## config.mk

```make
export PLATFORM = sky130hd
export DESIGN_NAME = local_spline_segment_coefficients_core
export DESIGN_NICKNAME = d
export VERILOG_FILES = /design/src/rtl/lssc_pkg.sv /design/src/rtl/local_spline_segment_coefficients_core.sv /design/src/rtl/lssc_divider.sv
export SDC_FILE = /design/constraint.sdc
export NUM_CORES = 2
export LEC_CHECK = 0
export BUFFER_PORTS_ARGS = -buffer_cell sky130_fd_sc_hd__buf_2
export CAP_MARGIN = 20
export CORE_ASPECT_RATIO = 0.8
export CORE_MARGIN = 2
export CORE_UTILIZATION = 25
export CTS_CLUSTER_SIZE = 12
export DETAILED_ROUTE_END_ITERATION = 8
export HOLD_SLACK_MARGIN = 0.1
export SLEW_MARGIN = 40
export SYNTH_ARGS = -nofsm -noshare
export SYNTH_HDL_FRONTEND = slang
export SYNTH_SLANG_ARGS = --single-unit
export TNS_END_PERCENT = 100
```

## constraint.sdc

```tcl
create_clock -name clk_i -period 13.2 [get_ports clk_i]
set_input_delay 1.98 -clock clk_i [delete_from_list [all_inputs] [get_ports clk_i]]
set_output_delay 1.98 -clock clk_i [all_outputs]
set_load 0.01 [all_outputs]
```

## src/rtl/lssc_pkg.sv

```systemverilog
// Package with shared types and constants for the spline coefficient core.
package lssc_pkg;

  localparam int unsigned FracBitsDefault = 16;
  localparam int unsigned WordW = 32;
  // Width of the signed guard range used for S and T (+-(2^37 - 1)).
  localparam int unsigned GuardW = 38;
  // Width of the working dividend and quotient registers.
  localparam int unsigned WideW = 64;

  localparam logic [1:0] RegMode = 2'd0;
  localparam logic [1:0] RegSlope = 2'd1;
  localparam logic [1:0] RegCurv = 2'd2;

  localparam logic [1:0] StatusOk = 2'd0;
  localparam logic [1:0] StatusSat = 2'd1;
  localparam logic [1:0] StatusZeroDx = 2'd2;

  typedef enum logic [3:0] {
    StIdle,
    StDivS,
    StDivT,
    StDivA,
    StMulW,
    StFinish,
    StOut
  } lssc_state_e;

  // Request to the serial divider.
  typedef struct packed {
    logic             start;
    logic [WideW-1:0] dividend;
    logic [WordW:0]   divisor;
  } lssc_div_req_t;

  // Result of the serial divider.
  typedef struct packed {
    logic             done;
    logic [WideW-1:0] quotient;
  } lssc_div_rsp_t;

endpackage

```

## src/rtl/local_spline_segment_coefficients_core.sv

```systemverilog
// Top level of the local quadratic / cubic spline segment coefficient core.
// Each knot point after the first of a set gives one result transaction. The time a
// point takes is set by the bit-serial divider, which runs 64 steps after a load for
// each of the two (quadratic mode) or three (cubic mode) divisions by the interval
// width. In cubic mode the shift-add product w*dx, one bit a cycle, runs beside the
// third division and adds no time. A zero-width interval gives its result in the next
// cycle. Only one point is in work at a time; a finished result sits in the output
// register until taken, and no new point is accepted while it waits.
module local_spline_segment_coefficients_core #(
  parameter int unsigned FRAC_BITS = lssc_pkg::FracBitsDefault
) (
  input  logic        clk_i,
  input  logic        rst_ni,
  input  logic        s_axis_tvalid,
  output logic        s_axis_tready,
  // tdata: x_value[31:0], y_value[63:32]
  input  logic [63:0] s_axis_tdata,
  // tuser: first_point
  input  logic        s_axis_tuser,
  output logic        m_axis_tvalid,
  input  logic        m_axis_tready,
  // tdata: coef_a[31:0], coef_b[63:32], coef_c[95:64], coef_d[127:96], status[129:128]
  output logic [135:0] m_axis_tdata,
  input  logic        cfg_valid_i,
  output logic        cfg_ready_o,
  input  logic [1:0]  cfg_index_i,
  input  logic [31:0] cfg_data_i
);
  import lssc_pkg::*;

  localparam logic signed [WideW-1:0] GuardMax = WideW'((64'sd1 <<< (GuardW - 1)) - 1);
  localparam logic signed [WideW-1:0] S32Max = 64'sd2147483647;
  localparam logic signed [WideW-1:0] S32Min = -64'sd2147483648;
  localparam int unsigned MulCntW = $clog2(WordW + 2);

  lssc_state_e state_q, state_d;

  logic               mode_q;
  logic signed [31:0] start_slope_q, start_curv_q;
  logic signed [31:0] prev_x_q, prev_y_q, z_q, w_q;
  logic               have_prev_q;
  logic signed [31:0] x_q, y_q;
  logic signed [WordW:0] dx_q;
  logic signed [WideW-1:0] s_q, t_q, a_q;
  logic signed [WideW-1:0] prod_q;
  logic signed [WideW-1:0] mcand_q;
  logic [WordW:0]     mplier_q;
  logic [MulCntW-1:0] mcnt_q;
  logic               sat_q;
  logic [135:0]       out_q;
  logic               out_v_q;

  lssc_div_req_t div_req;
  lssc_div_rsp_t div_rsp;

  lssc_divider u_div (.clk_i, .rst_ni, .req_i(div_req), .rsp_o(div_rsp));

  // Saturation helpers on 64-bit values.
  function automatic logic signed [WideW-1:0] clampv(logic signed [WideW-1:0] v,
                                                     logic signed [WideW-1:0] hi,
                                                     logic signed [WideW-1:0] lo);
    clampv = (v > hi) ? hi : ((v < lo) ? lo : v);
  endfunction

  logic signed [WideW-1:0] s_c, t_c, qa, qb, qc, cw, nw;
  logic signed [WideW-1:0] ta, tb, tc;
  logic sat_s;

  always_comb begin
    s_c = clampv($signed(div_rsp.quotient), GuardMax, -GuardMax);
    sat_s = s_c != $signed(div_rsp.quotient);
    t_c = clampv($signed(div_rsp.quotient), GuardMax, -GuardMax);
    // Final coefficients from registered terms.
    tb = 3 * t_q - WideW'(w_q);
    tc = 3 * s_q - 2 * WideW'(z_q) - (prod_q >>> (FRAC_BITS + 1));
    qb = 2 * s_q - WideW'(z_q);
    if (mode_q) begin
      ta = clampv(a_q, S32Max, S32Min);
      tb = clampv(tb, S32Max, S32Min);
      tc = clampv(tc, S32Max, S32Min);
    end else begin
      ta = clampv(t_q, S32Max, S32Min);
      tb = clampv(qb, S32Max, S32Min);
      tc = WideW'(prev_y_q);
    end
    qa = ta;
    qc = tc;
    nw = clampv(2 * tb, S32Max, S32Min);
    cw = 2 * tb;
  end

  // Truncating division of w*dx by 2q: shift toward zero.
  logic signed [WideW-1:0] wdx_div;
  always_comb begin
    wdx_div = prod_q[WideW-1]
      ? -((-prod_q) >>> (FRAC_BITS + 1)) : (prod_q >>> (FRAC_BITS + 1));
  end

  logic signed [WideW-1:0] c_fin, b_fin, a_fin, w_fin;
  logic sat_fin;
  always_comb begin
    c_fin = mode_q ? clampv(3 * s_q - 2 * WideW'(z_q) - wdx_div, S32Max, S32Min) : qc;
    b_fin = tb;
    a_fin = qa;
    w_fin = nw;
    sat_fin = sat_q || (a_fin != (mode_q ? a_q : t_q))
      || (b_fin != (mode_q ? (3 * t_q - WideW'(w_q)) : qb))
      || (mode_q && (c_fin != 3 * s_q - 2 * WideW'(z_q) - wdx_div))
      || (mode_q && (w_fin != cw));
  end

  assign s_axis_tready = (state_q == StIdle) && !out_v_q;
  assign cfg_ready_o = 1'b1;
  assign m_axis_tvalid = out_v_q;
  assign m_axis_tdata = out_q;

  logic in_go;
  assign in_go = s_axis_tvalid && s_axis_tready;

  // Ordinate step of the interval, formed at full width.
  logic signed [WordW:0] dy_w;
  assign dy_w = {y_q[WordW-1], y_q} - {prev_y_q[WordW-1], prev_y_q};

  // Next state and divider requests.
  always_comb begin
    state_d = state_q;
    div_req.start = 1'b0;
    div_req.dividend = '0;
    div_req.divisor = dx_q;
    case (state_q)
      StIdle: begin
        if (in_go && !s_axis_tuser && have_prev_q
            && s_axis_tdata[31:0] != prev_x_q) begin
          state_d = StDivS;
        end
      end
      StDivS: begin
        div_req.start = 1'b1;
        div_req.dividend = WideW'(dy_w) <<< FRAC_BITS;
        state_d = StDivT;
      end
      StDivT: begin
        if (div_rsp.done) begin
          div_req.start = 1'b1;
          div_req.dividend = (s_c - WideW'(z_q)) <<< FRAC_BITS;
          state_d = StDivA;
        end
      end
      StDivA: begin
        if (div_rsp.done) begin
          if (mode_q) begin
            div_req.start = 1'b1;
            div_req.dividend = (2 * t_c - WideW'(w_q)) <<< (FRAC_BITS - 1);
            state_d = StMulW;
          end else begin
            state_d = StFinish;
          end
        end
      end
      StMulW: begin
        if (div_rsp.done && mcnt_q == '0) state_d = StFinish;
      end
      StFinish: state_d = StOut;
      StOut: state_d = StIdle;
      default: state_d = StIdle;
    endcase
  end

  always_ff @(posedge clk_i or negedge rst_ni) begin
    if (!rst_ni) begin
      state_q <= StIdle;
      mode_q <= 1'b1;
      start_slope_q <= -32'sd655;
      start_curv_q <= 32'sd1311;
      prev_x_q <= '0;
      prev_y_q <= '0;
      z_q <= '0;
      w_q <= '0;
      have_prev_q <= 1'b0;
      out_v_q <= 1'b0;
      sat_q <= 1'b0;
      mcnt_q <= '0;
      x_q <= '0;
      y_q <= '0;
      dx_q <= '0;
      out_q <= '0;
    end else begin
      state_q <= state_d;
      if (cfg_valid_i) begin
        case (cfg_index_i)
          RegMode: mode_q <= cfg_data_i[0];
          RegSlope: start_slope_q <= cfg_data_i;
          RegCurv: start_curv_q <= cfg_data_i;
          default: ;
        endcase
      end
      if (m_axis_tvalid && m_axis_tready) out_v_q <= 1'b0;
      if (in_go) begin
        x_q <= s_axis_tdata[31:0];
        y_q <= s_axis_tdata[63:32];
        dx_q <= (WordW+1)'($signed(s_axis_tdata[31:0])) - (WordW+1)'(prev_x_q);
        sat_q <= 1'b0;
        if (s_axis_tuser || !have_prev_q) begin
          prev_x_q <= s_axis_tdata[31:0];
          prev_y_q <= s_axis_tdata[63:32];
          z_q <= start_slope_q;
          w_q <= start_curv_q;
          have_prev_q <= 1'b1;
        end else if (s_axis_tdata[31:0] == prev_x_q) begin
          out_q <= {6'd0, StatusZeroDx, 128'd0};
          out_v_q <= 1'b1;
        end
      end
      if (state_q == StDivT && div_rsp.done) sat_q <= sat_q | sat_s;
      if (state_q == StDivA && div_rsp.done) begin
        sat_q <= sat_q | (t_c != $signed(div_rsp.quotient));
        mcnt_q <= MulCntW'(WordW + 1);
      end
      if (state_q == StMulW && mcnt_q != '0) mcnt_q <= mcnt_q - 1'b1;
      if (state_q == StFinish) begin
        out_q <= {6'd0, sat_fin ? StatusSat : StatusOk,
                  mode_q ? prev_y_q : 32'd0, c_fin[31:0], b_fin[31:0], a_fin[31:0]};
        out_v_q <= 1'b1;
        prev_x_q <= x_q;
        prev_y_q <= y_q;
        z_q <= mode_q ? c_fin[31:0] : b_fin[31:0];
        if (mode_q) w_q <= w_fin[31:0];
      end
    end
  end

  // Datapath registers: quotients and the shift-add product w*dx.
  always_ff @(posedge clk_i) begin
    if (state_q == StDivT && div_rsp.done) s_q <= s_c;
    if (state_q == StDivA && div_rsp.done) begin
      t_q <= t_c;
      prod_q <= '0;
      mcand_q <= WideW'(w_q);
      mplier_q <= dx_q;
    end
    if (state_q == StMulW) begin
      if (div_rsp.done) a_q <= $signed(div_rsp.quotient);
      if (mcnt_q != '0) begin
        if (mcnt_q == MulCntW'(1)) begin
          prod_q <= mplier_q[0] ? prod_q - mcand_q : prod_q;
        end else begin
          prod_q <= mplier_q[0] ? prod_q + mcand_q : prod_q;
        end
        mcand_q <= mcand_q <<< 1;
        mplier_q <= mplier_q >> 1;
      end
    end
  end

`ifndef SYNTHESIS
  // Input is refused whenever a point is in work.
  assert property (@(posedge clk_i) disable iff (!rst_ni)
    (state_q != StIdle) |-> !s_axis_tready) else $error("input taken while busy");
  // A result appears right after the finish step.
  assert property (@(posedge clk_i) disable iff (!rst_ni)
    (state_q == StFinish) |=> m_axis_tvalid) else $error("result missing");
  // The first point after reset, which starts a set, never produces a result.
  assert property (@(posedge clk_i) disable iff (!rst_ni)
    (in_go && !have_prev_q) |=> !m_axis_tvalid) else $error("result on set start");
`endif

endmodule

```

## src/rtl/lssc_divider.sv

```systemverilog
// Bit-serial signed divider that truncates toward zero, one quotient bit a cycle.
module lssc_divider (
  input  logic                   clk_i,
  input  logic                   rst_ni,
  input  lssc_pkg::lssc_div_req_t req_i,
  output lssc_pkg::lssc_div_rsp_t rsp_o
);
  import lssc_pkg::*;

  localparam int unsigned CntW = $clog2(WideW + 1);

  logic [WideW-1:0] quo_q, quo_d;
  logic [WordW:0]   den_q, den_d;
  logic [WordW+1:0] rem_q, rem_d;
  logic [CntW-1:0]  cnt_q, cnt_d;
  logic             busy_q, busy_d;
  logic             neg_q, neg_d;
  logic             done_q, done_d;
  logic [WordW+1:0] trial;
  logic [WideW-1:0] num_abs;
  logic [WordW:0]   den_abs;

  // Magnitudes of the operands and one restoring step per cycle.
  always_comb begin
    num_abs = req_i.dividend[WideW-1] ? (~req_i.dividend + 1'b1) : req_i.dividend;
    den_abs = req_i.divisor[WordW] ? (~req_i.divisor + 1'b1) : req_i.divisor;
    trial = {rem_q[WordW:0], quo_q[WideW-1]} - {1'b0, den_q};
    quo_d = quo_q;
    den_d = den_q;
    rem_d = rem_q;
    cnt_d = cnt_q;
    busy_d = busy_q;
    neg_d = neg_q;
    done_d = 1'b0;
    if (req_i.start) begin
      quo_d = num_abs;
      den_d = den_abs;
      rem_d = '0;
      cnt_d = CntW'(WideW);
      busy_d = 1'b1;
      neg_d = req_i.dividend[WideW-1] ^ req_i.divisor[WordW];
    end else if (busy_q) begin
      if (!trial[WordW+1]) begin
        rem_d = trial;
        quo_d = {quo_q[WideW-2:0], 1'b1};
      end else begin
        rem_d = {rem_q[WordW:0], quo_q[WideW-1]};
        quo_d = {quo_q[WideW-2:0], 1'b0};
      end
      cnt_d = cnt_q - 1'b1;
      if (cnt_q == CntW'(1)) begin
        busy_d = 1'b0;
        done_d = 1'b1;
        if (neg_q) begin
          quo_d = ~quo_d + 1'b1;
        end
      end
    end
  end

  always_ff @(posedge clk_i or negedge rst_ni) begin
    if (!rst_ni) begin
      busy_q <= 1'b0;
      done_q <= 1'b0;
      cnt_q <= '0;
    end else begin
      busy_q <= busy_d;
      done_q <= done_d;
      cnt_q <= cnt_d;
    end
  end

  always_ff @(posedge clk_i) begin
    quo_q <= quo_d;
    den_q <= den_d;
    rem_q <= rem_d;
    neg_q <= neg_d;
  end

  assign rsp_o.done = done_q;
  assign rsp_o.quotient = quo_q;

`ifndef SYNTHESIS
  // A finished division always comes from a busy divider.
  assert property (@(posedge clk_i) disable iff (!rst_ni) done_q |-> $past(busy_q))
    else $error("divider done without work");
  // The divider never runs with the count at zero.
  assert property (@(posedge clk_i) disable iff (!rst_ni) busy_q |-> cnt_q != '0)
    else $error("divider busy with empty count");
  // A start always makes the divider busy.
  assert property (@(posedge clk_i) disable iff (!rst_ni) req_i.start |=> busy_q)
    else $error("divider failed to start");
`endif

endmodule

```

==> results.sh <==
export IMPL_core_area_mm2=0.3243
export IMPL_synth_xor_area_frac=0.06613
export IMPL_startpoint="prod_q[12]$_DFFE_PP_"
export IMPL_synth_simple_area_share=0.1794
export IMPL_ant_nets=0
export IMPL_skew_ns=0.1312
export IMPL_top_layer_used="met5"
export IMPL_multi_input_area_mm2=0.05209
export IMPL_cts_setup_buffers=0
export IMPL_end_kind="register"
export IMPL_post_route_util=0.2828
export IMPL_die_x_um=642.2
export IMPL_yosysTopAreaCell="edfxtp_1"
export IMPL_rsz0062_at_grt="false"
export IMPL_avgViaCountPerCell=5.350
export IMPL_rr_worst_depth=41
export IMPL_avgSynthCellArea_um2=8.227
export IMPL_synth_top_family_by_area="compound AO/OA/AOI/OAI gates"
export IMPL_hpwl_um=284900
export IMPL_synthMuxAreaShare=0.03955
export IMPL_worst_pin_slew_ns=0.9991
export IMPL_antenna_found_initial=39
export IMPL_async_flop_share=0.4768
export IMPL_wl_met1_um=152200
export IMPL_synth_adder_area_share=0.1374
export IMPL_cp_top_family="simple AND/OR/NAND/NOR gates"
export IMPL_met2_length_um=143400
export IMPL_synthFlopType="dfrtp_1"
export IMPL_ctsHtreeMaxLevel=3
export IMPL_dr_wl_met3_um=40120
export IMPL_cts_root_buf="clkbuf_16"
export IMPL_netlist_area_leader_share=0.1305
export IMPL_routed_wl_um=353300
export IMPL_drtIter0Drc=9826
export IMPL_ys_top_cells_by_count="nand2_1, inv_1, o21ai_0, nor2_1, a21oi_1"
export IMPL_outcome="finished, final reports clean"
export IMPL_numCtsBuffers=109
export IMPL_synth_seq_area_share=0.2985
export IMPL_fin_tns_setup_ns=0
export IMPL_max_stage_delay_ns=0.54
export IMPL_synth_distinct_cells=108
export IMPL_r2r_end="z_q[11]$_DFFE_PN0P_"
export IMPL_vias=77050
export IMPL_grt_pass1_wl_um=502500
export IMPL_maxSlewHeadroom=0.3291
export IMPL_syn_area_mm2=0.08146
export IMPL_regArea_mm2=0.02432
export IMPL_hold_violations=0
export IMPL_r2r_slack_ns=1.81
export IMPL_max_freq_ghz=0.08778
export IMPL_setup_viol=0
export IMPL_area_delta_synth_final_pct=12.57
export IMPL_io_buffers=235
export IMPL_synth_area_leaders="edfxtp_1, dfrtp_1, ha_1, nand2_1, o21ai_0"
export IMPL_path_buf_inv=5
export IMPL_wl_per_cell_um=24.53
export IMPL_slew_violations=0
export IMPL_fin_crit_sh=0.8631
export IMPL_die_height_um=514.6
export IMPL_hold_ws_ns=0.4693
export IMPL_min_path_cells=2
export IMPL_slowest_stage="nor2_1"
export IMPL_cts_tree="done"
export IMPL_synth_compound_area_frac=0.2126
export IMPL_drcViolationCount=0
export IMPL_clock_sinks=925
export IMPL_gp_congestion=1.019
export IMPL_critPathMaxFanout=21
export IMPL_clk_latency_ns=0.83
export IMPL_ios=243
export IMPL_cp_start_kind="register"
export IMPL_gr_total_overflow=0
export IMPL_nets=10820
export IMPL_hp_class="register to register"
export IMPL_crit_required_ns=13.87
export IMPL_yosysWarningCount=0
export IMPL_postPlaceCellArea_mm2=0.08773
export IMPL_critPathKind="register to register"
export IMPL_yosysMostFrequentCell="nand2_1"
export IMPL_start_util=0.2512
export IMPL_reg2reg_from="prod_q[12]$_DFFE_PP_"
export IMPL_fin_crit_ns=11.39
export IMPL_first_pass_iters=6
export IMPL_cts_buffer_depth=3
export IMPL_drive_above_1_share=0.08463
export IMPL_cts_clk_slew_worst_paths_ns=0.06
export IMPL_grt_pass1_vias=69060
export IMPL_holdBufCountCts=0
export IMPL_cts_resized=0
export IMPL_cp_data_arrival_time_ns=12.06
export IMPL_crit_cells=41
export IMPL_fin_area_mm2=0.09170
export IMPL_synth_edf_count=354
export IMPL_track_usage=0.2048
export IMPL_endpoint="z_q[11]$_DFFE_PN0P_"
export IMPL_die_area_mm2=0.3304
export IMPL_nFillCells=35050
export IMPL_max_cap_viol_count=0
export IMPL_grt_max_degree=111
export IMPL_synth_cells=9901
export IMPL_rows=187
export IMPL_synth_seq_cells=925
-- layer usage --
layer | track usage | vias to the layer above
met3 | 0.05709 | 568
met5 | 0 | -
li1 | - | 35310
met4 | 0.08559 | 24
met2 | 0.2924 | 4031
met1 | 0.2868 | 37120
-- worst min-delay path, cell delays in order (launching register included) --
cell	delay, ns
dfxtp_1	0.31
nand2_1	0.06
a21oi_1	0.05
-- cells in the final DEF, fill, tap and decap left out, drive strengths merged, types with 54 or more instances in the layout --
cell type and n:
or3 75, dfxtp 130, a31oi 144, a211oi 87
nand2 1138, o21ai 813, o211ai 54, nor2b 79
or2 62, o22ai 129, inv 960, ha 584
mux2 87, fa 194, nand3 228, mux2i 224
nand2b 72, edfxtp 354, o21bai 56, a21o 236
nor3 194, xnor2 381, nor4 92, buf 376
a21oi 625, clkbuf 162, dfrtp 406, xor2 234
nor2 753, nand4 135, and3 85, o31ai 70
o21a 70
-- area by class of cell --
cell class / instances / share of cell area
clock inverter: 46 / 0.006140
tap: 4347 / 0.05931
antenna: 23 / 0.0006277
sequential: 925 / 0.2652
timing repair buffer: 377 / 0.02569
multi-input combinational: 7562 / 0.5681
clock buffer: 161 / 0.03549
inverter: 961 / 0.03945
-- kinds of logic after synthesis --
family                     Yosys count
DFF                                925
xor gates and xnor gates           615
adders and majority gates          778
other                                2
AOI/OAI and AO/OA                 2733
buffers and inverters             1419
and+or+nand+nor                   3118
muxes                              311
-- registers in the layout, summed over array words and instances, names as in the netlist, 33 cells and up --
name          cells
a_q              64
dx_q             33
m_axis_tdata    130
mcand_q          64
mplier_q         33
prod_q           64
s_q              64
t_q              64
u_div.den_q      33
u_div.quo_q      64
u_div.rem_q      33
-- metrics by stage --
stage / setup slack [ns] / instances
3_3_place_gp: 1.815 / 14170
6_report: 1.808 / 14400
3_5_place_dp: 1.824 / 14170
4_1_cts: 1.710 / 14380
5_1_grt: 1.007 / 14390
2_1_floorplan: 4.108 / 9906
-- worst min path at each step --
stage | start | to | slack [ns]
after floorplan | u_div.quo_q[42]$_DFFE_PP_ | a_q[42]$_DFFE_PP_ | 0.42
after global placement | mplier_q[32]$_DFF_P_ | mplier_q[32]$_DFF_P_ | 0.45
after detailed placement | mplier_q[32]$_DFF_P_ | mplier_q[32]$_DFF_P_ | 0.46
after CTS | mplier_q[12]$_DFF_P_ | mplier_q[11]$_DFF_P_ | 0.45
after global routing | mplier_q[12]$_DFF_P_ | mplier_q[11]$_DFF_P_ | 0.48
final | mplier_q[32]$_DFF_P_ | mplier_q[32]$_DFF_P_ | 0.47
Power is not shown: default switching activity piles up to over one toggle a cycle in this logic, so the estimate is an artifact.
